**config.mk**
```make
export PLATFORM = sky130hd
export DESIGN_NAME = rwts_front
export DESIGN_NICKNAME = d
export VERILOG_FILES = /design/src/rwts_pkg.sv /design/src/rwts_front.sv
export SDC_FILE = /design/constraint.sdc
export NUM_CORES = 1
export LEC_CHECK = 0
export ABC_AREA = 1
export BUFFER_PORTS_ARGS = -buffer_cell sky130_fd_sc_hd__buf_2
export CORE_ASPECT_RATIO = 0.75
export CORE_UTILIZATION = 48
export CTS_CLUSTER_DIAMETER = 150
export DETAILED_ROUTE_END_ITERATION = 12
export PLACE_DENSITY_LB_ADDON = 0.05
export SYNTH_ARGS = -nofsm -noshare
export SYNTH_HDL_FRONTEND = slang
export SYNTH_SLANG_ARGS = --single-unit
```
**constraint.sdc**
```tcl
create_clock -name clock -period 1.6 [get_ports clock]
set_input_delay 0.16 -clock clock [delete_from_list [all_inputs] [get_ports clock]]
set_output_delay 0.16 -clock clock [all_outputs]
set_load 0.03 [all_outputs]
```
**src/rwts_pkg.sv**
```systemverilog
package rwts_pkg;

   localparam int SAMPLE_W = 24;
   localparam int CFG_W = 7;
   localparam logic [CFG_W-1:0] CFG_RESET = 7'd7;
   localparam int CHANGE_W = 16;
   localparam int TOTAL_W = 16;
   localparam int PERCENT = 100;
   localparam int CHG_POS_LIMIT = 32767;
   localparam int CHG_NEG_LIMIT = 32768;

   typedef struct packed {
      logic longer;
      logic full;
      logic first;
   } item_flags_type;

   typedef struct packed {
      logic                       gain_valid;
      logic [SAMPLE_W-1:0]        gain_mean_centi;
      logic                       change_valid;
      logic signed [CHANGE_W-1:0] change_percent;
      logic                       deviation_valid;
      logic [SAMPLE_W-1:0]        deviation_centi;
      logic                       switch_flag;
      logic [TOTAL_W-1:0]         switch_total;
   } result_type;

   typedef enum logic [3:0] {
      ST_IDLE,
      ST_WRITE,
      ST_READ,
      ST_DRAIN1,
      ST_DRAIN2,
      ST_MULT,
      ST_SUBT,
      ST_ROOT,
      ST_DIVG,
      ST_DIVC,
      ST_DIVD,
      ST_FINISH
   } back_state_type;

endpackage

```
**src/rwts_front.sv**
```systemverilog
module rwts_front
   import rwts_pkg::*;
#(
   parameter int MAX_WINDOW = 64,
   parameter int N_W = 7
) (
   input  logic                clock,
   input  logic                reset,
   input  logic                csr_wr_en,
   input  logic [CFG_W-1:0]    csr_wr_data,
   input  logic                accept,
   output logic [N_W-1:0]      n_win,
   output item_flags_type      flags
);

   localparam int SEEN_W = $clog2(MAX_WINDOW + 3);
   localparam int SEEN_LIMIT = MAX_WINDOW + 2;

   logic [CFG_W-1:0]  cfg_ff;
   logic [SEEN_W-1:0] seen_ff, seen_in;

   always_comb begin
      if (cfg_ff == '0) begin
         n_win = N_W'(1);
      end else if (32'(cfg_ff) > 32'(MAX_WINDOW)) begin
         n_win = N_W'(MAX_WINDOW);
      end else begin
         n_win = N_W'(cfg_ff);
      end
      flags.longer = 32'(seen_ff) > 32'(n_win);
      flags.full   = 32'(seen_ff) >= 32'(n_win);
      flags.first  = 32'(seen_ff) == (32'(n_win) + 32'd1);
      seen_in = seen_ff;
      if (accept && (32'(seen_ff) < 32'(SEEN_LIMIT))) begin
         seen_in = seen_ff + 1'b1;
      end
   end

   always_ff @(posedge clock) begin
      if (reset) begin
         cfg_ff  <= CFG_RESET;
         seen_ff <= '0;
      end else begin
         seen_ff <= seen_in;
         if (csr_wr_en) begin
            cfg_ff <= csr_wr_data;
         end
      end
   end

endmodule

```
# ---- Word level (Yosys, flattened, before mapping)
# Cells that the tools add are included.
dict set report totals {
  ff_bits 14
  out_inout_bits 10
  in_bits 11
  elab_cells 13
}
dict set report op_classes {
  add_sub_neg 2
  n_mux 2
  n_lt_le_gt_ge 4
  n_eq_ne 1
  n_reduce_logical 2
}
# op count
set op_table {}
lappend op_table {{7-bit two-way mux} 2}
lappend op_table {{7-bit by 1-bit adder with 8-bit output (second input constant)} 1}
lappend op_table {{7-bit by 8-bit equality test with 1-bit output} 1}
lappend op_table {{7-bit by 1-bit adder with 7-bit output (second input constant)} 1}
lappend op_table {{7-bit greater-or-equal comparator} 1}
lappend op_table {{7-bit > comparator} 1}
lappend op_table {{7-bit > comparator (second input constant)} 1}
lappend op_table {{7-bit logical NOT} 1}
lappend op_table {{7-bit < comparator (second input constant)} 1}
lappend op_table {{1-bit logical AND} 1}

# ---- Depth between registers and ports, before layout
dict set report depth {
  word_depth 5
  mapped_depth 15
  depth_no_buf 15
}

# ---- Least setup slack after synthesis
# Ideal clock, no wire load.
dict set report synth_timing {
  path_type {reg-to-output}
  startpoint {register cfg_ff[2]}
  endpoint {output port flags[2] in the netlist's numbering}
  arrival_time_ns 2.711
  n_path_buf 0
  stages_incl_launch_ff 7
  slack_ns -1.271
  required_time_ns 1.440
  cell_sequence {dfxtp_1 > nor4_1 > nand2_1 > o21ai_0 > ha_1 > nand4_1 > a21boi_0}
}
# element line_no
set synth_lines {}
lappend synth_lines {{from (decl)} rwts_front.sv:19} ;# logic [CFG_W-1:0] cfg_ff;
lappend synth_lines {{from (signal assigned)} rwts_front.sv:46} ;# cfg_ff <= csr_wr_data;
lappend synth_lines {{to (decl)} rwts_front.sv:13} ;# output item_flags_type flags

==> flow_summary.ini <==
[final_layout]
area_delta_synth_final_pct = 50.06
multi_input_area_um2 = 789.5
fillers = 152
design_area_um2 = 1583
layout-drive-gt1-share_pct = 39.72
diodes = 0
layout.nets = 235
final-seq-area_um2 = 282.8
fin_cells = 238

[yosys]
synth_area_leader_cell = dfxtp_1
synthMuxAreaShare_pct = 0
synthAdderAreaFrac_pct = 10.68
synth_top_family_by_area = simple AND/OR/NAND/NOR gates
synth_top_area_share_pct = 26.57
synth_cell_types = 22
synth_compound_area_share_pct = 11.39
synthTopCellsByArea = dfxtp_1, nand2_1, ha_1
syn_inst = 164
synth-seq-area-share_pct = 26.57
syn_nets = 184
synth_area_per_cell_um2 = 6.431
syn-cell-area_um2 = 1055
ys_ff_latch = 14
yosys_warnings = 0
synth_xor_area_share_pct = 4.152
synthSimpleGateAreaFrac_pct = 37.96

[routing]
route.met2.wl_mm = 1.335
vias = 1223
drc = 0
top_layer = met4
wirelength_met1_mm = 1.415
firstDrtPassIters = 4
wl_met3_um = 172
wl_mm = 2.961
wire_per_inst_um = 12.44
ant_nets = 0
drt_iter0_drc = 55
viasPerCell = 5.139

[sta]
rsz0062_at_grt = true
fin_tns_setup_ps = -2459
clock_skew_ps = 5.163
finalWorstSetupSlack_ps = -877.4
relSlewSlack_pct = 81.82
post-route-period-util_pct = 154.8
hold_violations = 0
worst_pin_slew_ps = 272.3
max_freq_ghz = 0.4036
setup_viol_count_final = 5
fin_crit_ps = 2477
slew_violations = 0

[worst_setup_path]
cp-start-kind = flop
required_ps = 1440
crit_type = flop to output port
crit_arrival_ps = 2320
critical_path.endpoint_type = output port
cp_max_fo = 4
r2r_slack_ps = 190

[placed_design]
hpwlAfterDp_mm = 2.257
gp_congestion = 0.9058
portBuffers = 20
dp_cells = 227
placed_area_um2 = 1388

[power_and_ir_drop]
p_total_w = 0.001077
p_leak_nw = 0.7995
peakVddDrop_mv = 0.6639
intPower_w = 0.0007001
seqPwrFrac_pct = 35.4
combPwrFrac_pct = 41.0
switchingPower_w = 0.0003766
switching_share_pct = 34.98
power.share.clock_pct = 23.6
p_per_area_nw_per_um2 = 680.3

[clock_network]
cts_inserted_buffers = 3
clock_path_buffers = 2
clk_pin_slew_ps = 90
postCtsHoldBufs = 0
cts_tree = yes
h-tree-depth = 1
clock-sinks = 14
root_buffer = clkbuf_4
clk_latency_ps = 280

[global_route]
antenna_found_initial = 0
grt_pass1_vias = 1130
grt.total_usage_pct = 26.64
grt_max_degree = 10
gr-total-overflow = 0
grt_pass1_wl_mm = 4.905

[die]
num_rows = 14
initial_utilization_pct = 51.91
die_y_um = 42.60
core_area_um2 = 2032
die_w_um = 56.13
dieArea_um2 = 2391
io_pins = 21

[min_path]
hold_path_class = input pin to flop

[flow_run]
drv_cap = 0

[outcome]
status = finished with violations
violations = setup timing
-- kinds of logic (layout without fill, tap and decap cells) --
kind of cell / Yosys count / after routing
AND/OR/NAND/NOR: 88 / 88
buffers and inverters: 25 / 75
AO/OA/AOI/OAI: 23 / 23
flip-flops: 14 / 14
adder cells (fa/ha/maj): 9 / 9
XOR/XNOR: 5 / 5
-- cell type report --
class / count / area share, %
flip-flops and latches: 14 / 17.87
inverters: 23 / 5.771
repair buffers: 48 / 22.29
well taps: 24 / 1.897
clock buffers: 4 / 2.292
multi-input cells: 125 / 49.88
-- critical path, cell delays in order (launching register included) --
cell and delay (ps):
dfxtp_2 330, nor4_2 250, nand2_1 150, nand2_2 130, nand2_2 80, o21ai_4 90
ha_4 170, inv_2 50, nor2_4 130, nand3_2 80, nand2_1 80, nor2_1 50
nor2_1 120, nand2_2 80, nor2_4 110, buf_6 130
-- through the flow --
stage               hold slack, ps  utilization (%)  setup WS, ps
finish                       94.37            77.89        -877.4
CTS                          86.37            74.63        -770.8
floorplan                    229.1                -        -463.1
global placement             378.4            68.29        -499.7
global route                 93.14            77.89        -987.6
detailed placement           383.3            68.29        -561.8
-- cell usage in the layout, fill, tap and decap left out, drive strengths merged --
| cell type | n |
|---|---|
| a211oi | 1 |
| o21ai | 11 |
| nand4 | 5 |
| nor2 | 20 |
| buf | 48 |
| nand2 | 48 |
| xor2 | 5 |
| ha | 9 |
| nor3 | 1 |
| a21oi | 10 |
| nor4 | 1 |
| a21boi | 1 |
| clkbuf | 4 |
| nor3b | 1 |
| nand3 | 12 |
| dfxtp | 14 |
| inv | 23 |
-- state kept, by name, indices dropped and copies added (netlist names) --
name / cells
seen_ff: 7
cfg_ff: 7
-- routing by layer --
metal  GRT usage [%]  up-vias
met5               0        -
met4           7.805        0
met3           3.086        4
met2           42.86       39
met1           37.62      547
li1                -      633
-- path summary, 6_finish.rpt --
| check | startpoint | endpoint | depth (start not counted) |
|---|---|---|---|
| setup reg to reg | seen_ff[1] | seen_ff[4] | 7 |
| setup / recovery | cfg_ff[1] | flags[0] | 15 |
| hold / removal | csr_wr_data[0] | cfg_ff[0] | 3 |
| hold reg to reg | seen_ff[0] | seen_ff[0] | 2 |
-- Yosys cell counts --
master	count
nand4_1	5
nand2_2	3
nor4_1	1
nor3_1	1
inv_2	2
buf_2	1
clkbuf_1	1
inv_1	20
dfxtp_1	14
o21ai_0	11
nand2_4	1
a21oi_1	10
nor2_1	18
nand2_1	44
a21boi_0	1
xor2_1	5
nor3b_2	1
nand3_1	12
a211oi_1	1
inv_4	1
ha_1	9
nor2_4	2
-- repair_timing --
item / 4_1_cts / 5_1_grt
cloned: 0 / 0
buffers inserted: 4 / 3
pin swaps: 11 / 10
resized for setup: 17 / 13
endpoints found under the setup margin: 5 / 5
-- power groups by stage --
stage	Clock [W]	Combinational, W	Sequential (W)
3_3_place_gp	0	0.000347	0.000387
4_1_cts	0.000262	0.000392	0.000381
5_1_grt	0.000278	0.000485	0.000383
6_report	0.000254	0.000441	0.000381
3_5_place_dp	0	0.000354	0.000387
2_1_floorplan	0	0.000225	0.000392
No activity file was read; power rests on OpenSTA's default activity.
