`config.mk`:
```
export PLATFORM = sky130hd
export DESIGN_NAME = rwts_queue
export DESIGN_NICKNAME = d
export VERILOG_FILES = /design/src/rwts_pkg.sv /design/src/rwts_queue.sv
export SDC_FILE = /design/constraint.sdc
export NUM_CORES = 1
export LEC_CHECK = 0
export BUFFER_PORTS_ARGS = -buffer_cell sky130_fd_sc_hd__buf_2
export CAP_MARGIN = 25
export CORE_MARGIN = 2
export CORE_UTILIZATION = 52
export DETAILED_ROUTE_END_ITERATION = 7
export PLACE_DENSITY_LB_ADDON = 0.15
export SYNTH_ARGS = -nofsm -noshare
export SYNTH_HDL_FRONTEND = slang
export SYNTH_SLANG_ARGS = --single-unit
```
`constraint.sdc`:
```
create_clock -name clock -period 3.92 [get_ports clock]
set_clock_uncertainty 0.1 [all_clocks]
set_input_delay 0.784 -clock clock [delete_from_list [all_inputs] [get_ports clock]]
set_output_delay 0.784 -clock clock [all_outputs]
set_load 0.1 [all_outputs]
```
`src/rwts_pkg.sv`:
```
package rwts_pkg;

   localparam int SAMPLE_W = 24;
   localparam int CFG_W = 7;
   localparam logic [CFG_W-1:0] CFG_RESET = 7'd7;
   localparam int CHANGE_W = 16;
   localparam int TOTAL_W = 16;
   localparam int PERCENT = 100;
   localparam int CHG_POS_LIMIT = 32767;
   localparam int CHG_NEG_LIMIT = 32768;

   typedef struct packed {
      logic longer;
      logic full;
      logic first;
   } item_flags_type;

   typedef struct packed {
      logic                       gain_valid;
      logic [SAMPLE_W-1:0]        gain_mean_centi;
      logic                       change_valid;
      logic signed [CHANGE_W-1:0] change_percent;
      logic                       deviation_valid;
      logic [SAMPLE_W-1:0]        deviation_centi;
      logic                       switch_flag;
      logic [TOTAL_W-1:0]         switch_total;
   } result_type;

   typedef enum logic [3:0] {
      ST_IDLE,
      ST_WRITE,
      ST_READ,
      ST_DRAIN1,
      ST_DRAIN2,
      ST_MULT,
      ST_SUBT,
      ST_ROOT,
      ST_DIVG,
      ST_DIVC,
      ST_DIVD,
      ST_FINISH
   } back_state_type;

endpackage

```
`src/rwts_queue.sv`:
```
module rwts_queue
   import rwts_pkg::*;
#(
   parameter int W = 8,
   parameter int DEPTH = 2
) (
   input  logic         clock,
   input  logic         reset,
   input  logic         push,
   input  logic [W-1:0] push_data,
   output logic         full,
   input  logic         pop,
   output logic [W-1:0] pop_data,
   output logic         empty
);

   localparam int PTR_W = (DEPTH > 1) ? $clog2(DEPTH) : 1;
   localparam int CNT_W = $clog2(DEPTH + 1);

   logic [W-1:0]     entry_ff [DEPTH];
   logic [PTR_W-1:0] wptr_ff, wptr_in, rptr_ff, rptr_in;
   logic [CNT_W-1:0] count_ff, count_in;
   logic             do_push, do_pop;

   assign full     = (count_ff == CNT_W'(DEPTH));
   assign empty    = (count_ff == '0);
   assign do_push  = push && !full;
   assign do_pop   = pop && !empty;
   assign pop_data = entry_ff[rptr_ff];

   always_comb begin
      wptr_in  = wptr_ff;
      rptr_in  = rptr_ff;
      count_in = count_ff;
      if (do_push) begin
         wptr_in = (wptr_ff == PTR_W'(DEPTH - 1)) ? '0 : wptr_ff + 1'b1;
      end
      if (do_pop) begin
         rptr_in = (rptr_ff == PTR_W'(DEPTH - 1)) ? '0 : rptr_ff + 1'b1;
      end
      if (do_push && !do_pop) begin
         count_in = count_ff + 1'b1;
      end else if (do_pop && !do_push) begin
         count_in = count_ff - 1'b1;
      end
   end

   always_ff @(posedge clock) begin
      if (reset) begin
         wptr_ff  <= '0;
         rptr_ff  <= '0;
         count_ff <= '0;
      end else begin
         wptr_ff  <= wptr_in;
         rptr_ff  <= rptr_in;
         count_ff <= count_in;
      end
   end

   always_ff @(posedge clock) begin
      if (do_push) begin
         entry_ff[wptr_ff] <= push_data;
      end
   end

endmodule

```
Word level (Yosys, flattened, before mapping)
Memories as Yosys holds them, arrays and structs flattened. A register that Yosys moved wholly into a read port is not among the register bits.
Cells that the tools add are included.
W data, S select, Z words.
- input bits: 12
- memories kept: 1
- bits in registers: 4
- bits in read-only memories: 0
- bits in writable memories: 16
- latch bits: 0
- logic and storage cells: 27
- divide/modulo/power cells: 0
- multiply operators: 0
- shift-type cells: 0
- mux-type cells: 8
- equal/unequal tests: 1
- reductions and logical operators: 10
- bitwise operators: 0
- $add $sub $neg: 4
- $lt $le $gt $ge: 0
- memory list (name ; depth ; width ; read ports ; clocked after memory_dff ; write ports ; line ; text):
    entry_ff ; 2 ; 8 ; 1 ; 1 ; 1 ; rwts_queue.sv:20 ; logic [W-1:0] entry_ff [DEPTH];
- operators by type and width (operator ; number):
    $mux W1 ; 6
    $logic_and A1 B1 Y1 ; 4
    $logic_not A1 Y1 ; 4
    $mux W2 ; 2
    $add A1 B1 Y1 const B ; 2
    $add A2 B1 Y2 const B ; 1
    $eq A2 B2 Y1 const B ; 1
    $logic_not A2 Y1 ; 1
    $reduce_bool A2 Y1 ; 1
    $sub A2 B1 Y2 const B ; 1

Depth between registers and ports, before layout
Gate-level depths: netlist of run 1.
- depth in word-level cells: 7
- depth in mapped cells: 6
- gate-level depth less buffers: 6

Least setup slack after synthesis of run 1
OpenSTA, ideal clock, no wires.
- kind: register -> output
- start: register count_ff[0]
- end: output port empty
- setup slack: 1.418 ns
- buffers on the path: 0
- stages on the path, launching flop included: 2
- data arrival time: 1.618 ns
- cells stage by stage: dfxtp_1 -> nor2_1
- word-level cells in the longest chain between the ends: 1
- ends and longest elaborated chain (what ; line ; text):
    start: declaration ; rwts_queue.sv:22 ; logic [CNT_W-1:0] count_ff, count_in;
    start signal: assignment ; rwts_queue.sv:56 ; count_ff <= count_in;
    $logic_not A2 Y1 ; rwts_queue.sv:26 ; assign empty = (count_ff == '0);
    end: declaration ; rwts_queue.sv:14 ; output logic empty
Every way passes these cells.

==> reports/metrics.yaml, run 1 <==
setup_path:
  ff2ff_path_depth: 4
  r2r_slack_ps: 2240
  criticalPathCategory: "flop to output port"
  critPathRequiredTime_ps: 3040
  crit_buf_inv: 1
  cp_slowest_stage_delay_ps: 550
  critPathArrivalTime_ps: 1510
  slowest_stage: "dfxtp_1"
  critPathMaxFanout: 8
  regToRegEndpoint: "count_ff[1]$_SDFFE_PP0P_"
  reg2reg_from: "count_ff[0]$_SDFFE_PP0P_"
  cp_top_family: "flip-flops"
  crit_chain: "mux2_2 -> buf_2"
  cp-start-kind: "flop"
  end_kind: "output port"
global_routing:
  grt_max_degree: 12
  grtUsageMet3_pct: 5.53
  grt_overflow_total: 0
  grt_pass1_wl_mm: 1.99
  grtUsageMet2_pct: 27.3
  use_met1_pct: 17.7
  antenna_found_initial: 0
  grt_pass1_vias: 433
  grt_use_total_pct: 15.7
  grt-busiest-layer: "met2"
synthesis:
  synth_cells: 50
  yosys.area.top_type: "edfxtp_1"
  ys_ff_latch: 21
  synth_area_leaders: "edfxtp_1 61%, dfxtp_1 13%, mux2_2 11%, xor2_1 3.3%, nor2_1 2.4%"
  synth_cell_types: 13
  ys.warnings.count: 0
  ys_seq_area_share_pct: 73.2
  synth_nets: 63
  syn_area_um2: 793
  synth_top_cell_area_share_pct: 60.6
  avgSynthCellArea_um2: 15.9
timing:
  max_freq_mhz: 417
  hold_ws_ps: 402
  min_period_over_period_pct: 61.1
  rsz0062_at_grt: "false"
  setup_tns_ps: 0
  setup_viol: 0
  tightestPinTransition_ps: 486
  slew_viol_final: 0
  slew-limit-headroom_pct: 67.8
  min_period_ps: 2400
  hold_viol: 0
clock_network:
  cts_sinks: 21
  cts_buffers: 3
  post_cts_buffers: 0
  cts.path.max_buffers: 2
  cts_root_buf: "clkbuf_4"
  cts.repair.resized: 0
  clk_pin_slew_worst_paths_ps: 100
  cts_tree: "yes"
  cts_max_level: 1
  cts_hold_buffers: 0
  clk_latency_ps: 290
die:
  io_pins: 22
  rows: 14
  die_w_um: 43.1
  die_height_um: 43.1
  core_area_um2: 1470
  design.die.area_um2: 1850
  initial_core_util_pct: 53.9
route:
  wl_mm: 1.25
  vias_per_cell: 5.12
  via_count: 461
  drtIter0Drc: 10
  route.antenna.remaining_nets: 0
  dr.pass1.iters: 2
  wire_per_inst_um: 13.8
  drc: 0
outcome:
  outcome: "completed"
min_path:
  min_from: "wptr_ff$_SDFFE_PP0N_"
  hold_class: "flop to flop"
  hold_end: "wptr_ff$_SDFFE_PP0N_"
  whs_path_depth: 2
placement:
  place_area_um2: 913
  hpwl_um: 934
  portBuffers: 21
  gp_congestion: 0.669
final_layout:
  nets: 88
  drive_gt1_share_pct: 44.6
  layout-area-overhead-vs-synth_pct: 18.5
  fill_cells: 124
  post-route-cell-area_um2: 940
  num_antenna_cells: 0
job:
  drv_cap: 0
## layer usage
metal	vias up	part of all wire [%]
li1	228	-
met1	219	40
met2	14	55
met3	0	5.5
met4	0	0
met5	-	0
## per-stage QoR
stage / utilization (%) / std cells / setup slack [ps]
2_1_floorplan: - / 50 / 1420
4_1_cts: 63.9 / 90 / 1490
3_3_place_gp: 62.1 / 86 / 1860
6_report: 63.9 / 90 / 1520
3_5_place_dp: 62.1 / 86 / 1840
5_1_grt: 63.9 / 90 / 1450
## cell families after synthesis
family                     synth area share, %
muxes                                     11.4
DFF                                       73.2
buffers and inverters                     1.58
xor gates and xnor gates                  3.31
AOI/OAI and AO/OA                         3.15
and+or+nand+nor                           5.84
adders and majority gates                 1.58
## final cells by class
type                            instances  area [µm²]  share of cell area, %
Clock buffer                            4        26.3                   2.80
Tap cell                               16        20.0                   2.13
Sequential cell                        21         581                   61.8
Multi-Input combinational cell         26         200                   21.3
Inverter                                2        7.51                  0.799
Timing Repair Buffer                   21         105                   11.2
## registers in the layout, indices dropped and copies added, names as in the netlist, named ones only
| register | flops |
|---|---|
| entry_ff | 16 |
| count_ff | 2 |
| rptr_ff | 1 |
| wptr_ff | 1 |
## placed cells by master, fill, tap and decap left out
cell / instances
nor2b_2: 1
xor2_1: 3
o21ai_0: 3
or3_1: 2
nor2_1: 5
clkbuf_4: 3
a21oi_1: 2
buf_2: 21
mux2_2: 8
inv_1: 2
and2_1: 1
dfxtp_1: 5
clkbuf_1: 1
edfxtp_1: 16
ha_1: 1
## worst min-delay path: stages, from the launching register on
cell	delay, ps
dfxtp_1	330
o21ai_0	70
a21oi_1	60
## Yosys cell counts
cell type,count
a21oi_1,2
and2_1,1
buf_2,1
dfxtp_1,5
edfxtp_1,16
ha_1,1
inv_1,2
mux2_2,8
nor2_1,5
nor2b_2,1
o21ai_0,3
or3_1,2
xor2_1,3
## worst max-delay path by stage
| stage | end | cells past startpoint | slack, ps |
|---|---|---|---|
| floorplan | empty | 1 | 1420 |
| global placement | pop_data[0] | 2 | 1860 |
| detailed placement | pop_data[2] | 2 | 1840 |
| CTS | pop_data[2] | 2 | 1490 |
| global route | pop_data[2] | 2 | 1450 |
| finish | pop_data[2] | 2 | 1520 |
Power of run 1 is left out: the tool's default activity adds up to more than one toggle a clock period on the data nets, which glitch-free logic cannot reach.
==> run 2, diff against run 1 <==
--- a/config.mk
+++ b/config.mk
@@ -8,7 +8,7 @@
 export BUFFER_PORTS_ARGS = -buffer_cell sky130_fd_sc_hd__buf_2
 export CAP_MARGIN = 25
 export CORE_MARGIN = 2
-export CORE_UTILIZATION = 52
+export CORE_UTILIZATION = 48
 export DETAILED_ROUTE_END_ITERATION = 7
 export PLACE_DENSITY_LB_ADDON = 0.15
 export SYNTH_ARGS = -nofsm -noshare
==> constraint.sdc (replaced) <==
create_clock -name clock -period 2.5 [get_ports clock]
set_clock_uncertainty 0.1 [all_clocks]
set_input_delay 0.5 -clock clock [delete_from_list [all_inputs] [get_ports clock]]
set_output_delay 0.5 -clock clock [all_outputs]
set_load 0.1 [all_outputs]
==> reports/metrics.yaml, run 2 (same netlist as run 1, synthesis figures left out) <==
die:
  design.die.area_um2: 1990
  initial_core_util_pct: 52.1
  io_pins: 22
  core_area_um2: 1520
  die_height_um: 44.7
  rows: 14
  die_w_um: 44.7
setup_path:
  critPathRequiredTime_ps: 1900
  end_kind: "output port"
  cp-start-kind: "flop"
  criticalPathCategory: "flop to output port"
  critPathMaxFanout: 8
  critPathArrivalTime_ps: 1470
route:
  drtIter0Drc: 5
  drc: 0
  via_count: 452
  vias_per_cell: 5.02
  wire_per_inst_um: 12.4
  wl_mm: 1.12
  dr.pass1.iters: 3
  route.antenna.remaining_nets: 0
timing:
  max_freq_mhz: 483
  hold_viol: 0
  setup_viol: 0
  rsz0062_at_grt: "false"
  setup_tns_ps: 0
  min_period_over_period_pct: 82.8
  slew-limit-headroom_pct: 67.9
  min_period_ps: 2070
  tightestPinTransition_ps: 485
  layout_setup_ws_ps: 430
  slew_viol_final: 0
global_routing:
  grt_pass1_vias: 438
  grt_max_degree: 12
  grt_use_total_pct: 13.5
  grt_pass1_wl_mm: 1.85
  antenna_found_initial: 0
  grt_overflow_total: 0
placement:
  portBuffers: 21
  dpl_worst_slack_ps: 723
  hpwl_um: 838
  gp_congestion: 0.666
clock_network:
  cts_buffers: 3
  cts_max_level: 1
  cts.path.max_buffers: 2
  cts_tree: "yes"
  cts.repair.resized: 0
  cts_root_buf: "clkbuf_4"
  cts_sinks: 21
  clk_pin_slew_worst_paths_ps: 100
  cts_hold_buffers: 0
  post_cts_buffers: 0
  clk_latency_ps: 290
final_layout:
  layout_commonest_cell: "buf_2"
  regMostFlops: "entry_ff"
  fill_cells: 121
  drive_gt1_share_pct: 44.6
  final_cell_mix: "21 x buf_2, 16 x edfxtp_1, 8 x mux2_2, 5 x nor2_1, 5 x dfxtp_1"
  num_antenna_cells: 0
  largest_reg_flops: 16
  layout-area-overhead-vs-synth_pct: 18.5
  top_regs: "entry_ff (16), count_ff (2)"
  nets: 88
outcome:
  outcome: "completed"
min_path:
  hold_class: "input pin to flop"
job:
  drv_cap: 0
run 2: cell counts in the layout (fill, tap and decap cells not counted):
Identical to the previous run, type by type.
run 2: stage by stage:
stage	hold slack (ps)	instance area, µm²	instances	utilization [%]
2_1_floorplan	352	793	50	-
5_1_grt	272	940	90	61.7
6_report	294	940	90	61.7
4_1_cts	281	940	90	61.7
3_5_place_dp	392	913	86	59.9
3_3_place_gp	371	913	86	59.9
run 2: per-layer routing:
| metal | vias up | global-route usage [%] | part of all wire (%) |
|---|---|---|---|
| li1 | 232 | - | - |
| met1 | 206 | 16.5 | 44 |
| met2 | 14 | 22.3 | 50 |
| met3 | 0 | 4.08 | 6.4 |
| met4 | 0 | 5.45 | 0 |
| met5 | - | 0 | 0 |
run 2: worst paths after layout:
check,startpoint,slack (ps),cells past startpoint,endpoint
worst max-delay path,flop,430,2,pop_data[4]
worst min-delay path,push_data[6],290,1,entry_ff[1][6]$_DFFE_PP_
worst max register to register,count_ff[0]$_SDFFE_PP0P_,800,4,count_ff[1]$_SDFFE_PP0P_
worst min register to register,wptr_ff$_SDFFE_PP0N_,410,2,wptr_ff$_SDFFE_PP0N_
run 2: cell type report:
| cell class | instances | area, µm² | share of cell area, % |
|---|---|---|---|
| Sequential cell | 21 | 581 | 61.8 |
| Timing Repair Buffer | 21 | 105 | 11.2 |
| Clock buffer | 4 | 26.3 | 2.80 |
| Tap cell | 16 | 20.0 | 2.13 |
| Multi-Input combinational cell | 26 | 200 | 21.3 |
| Inverter | 2 | 7.51 | 0.799 |
run 2: worst max-delay path, cell delays in order, from the launching register on:
cell	delay, ps
dfxtp_1	520
mux2_2	370
buf_2	290
Power of run 2 is left out for the same reason.
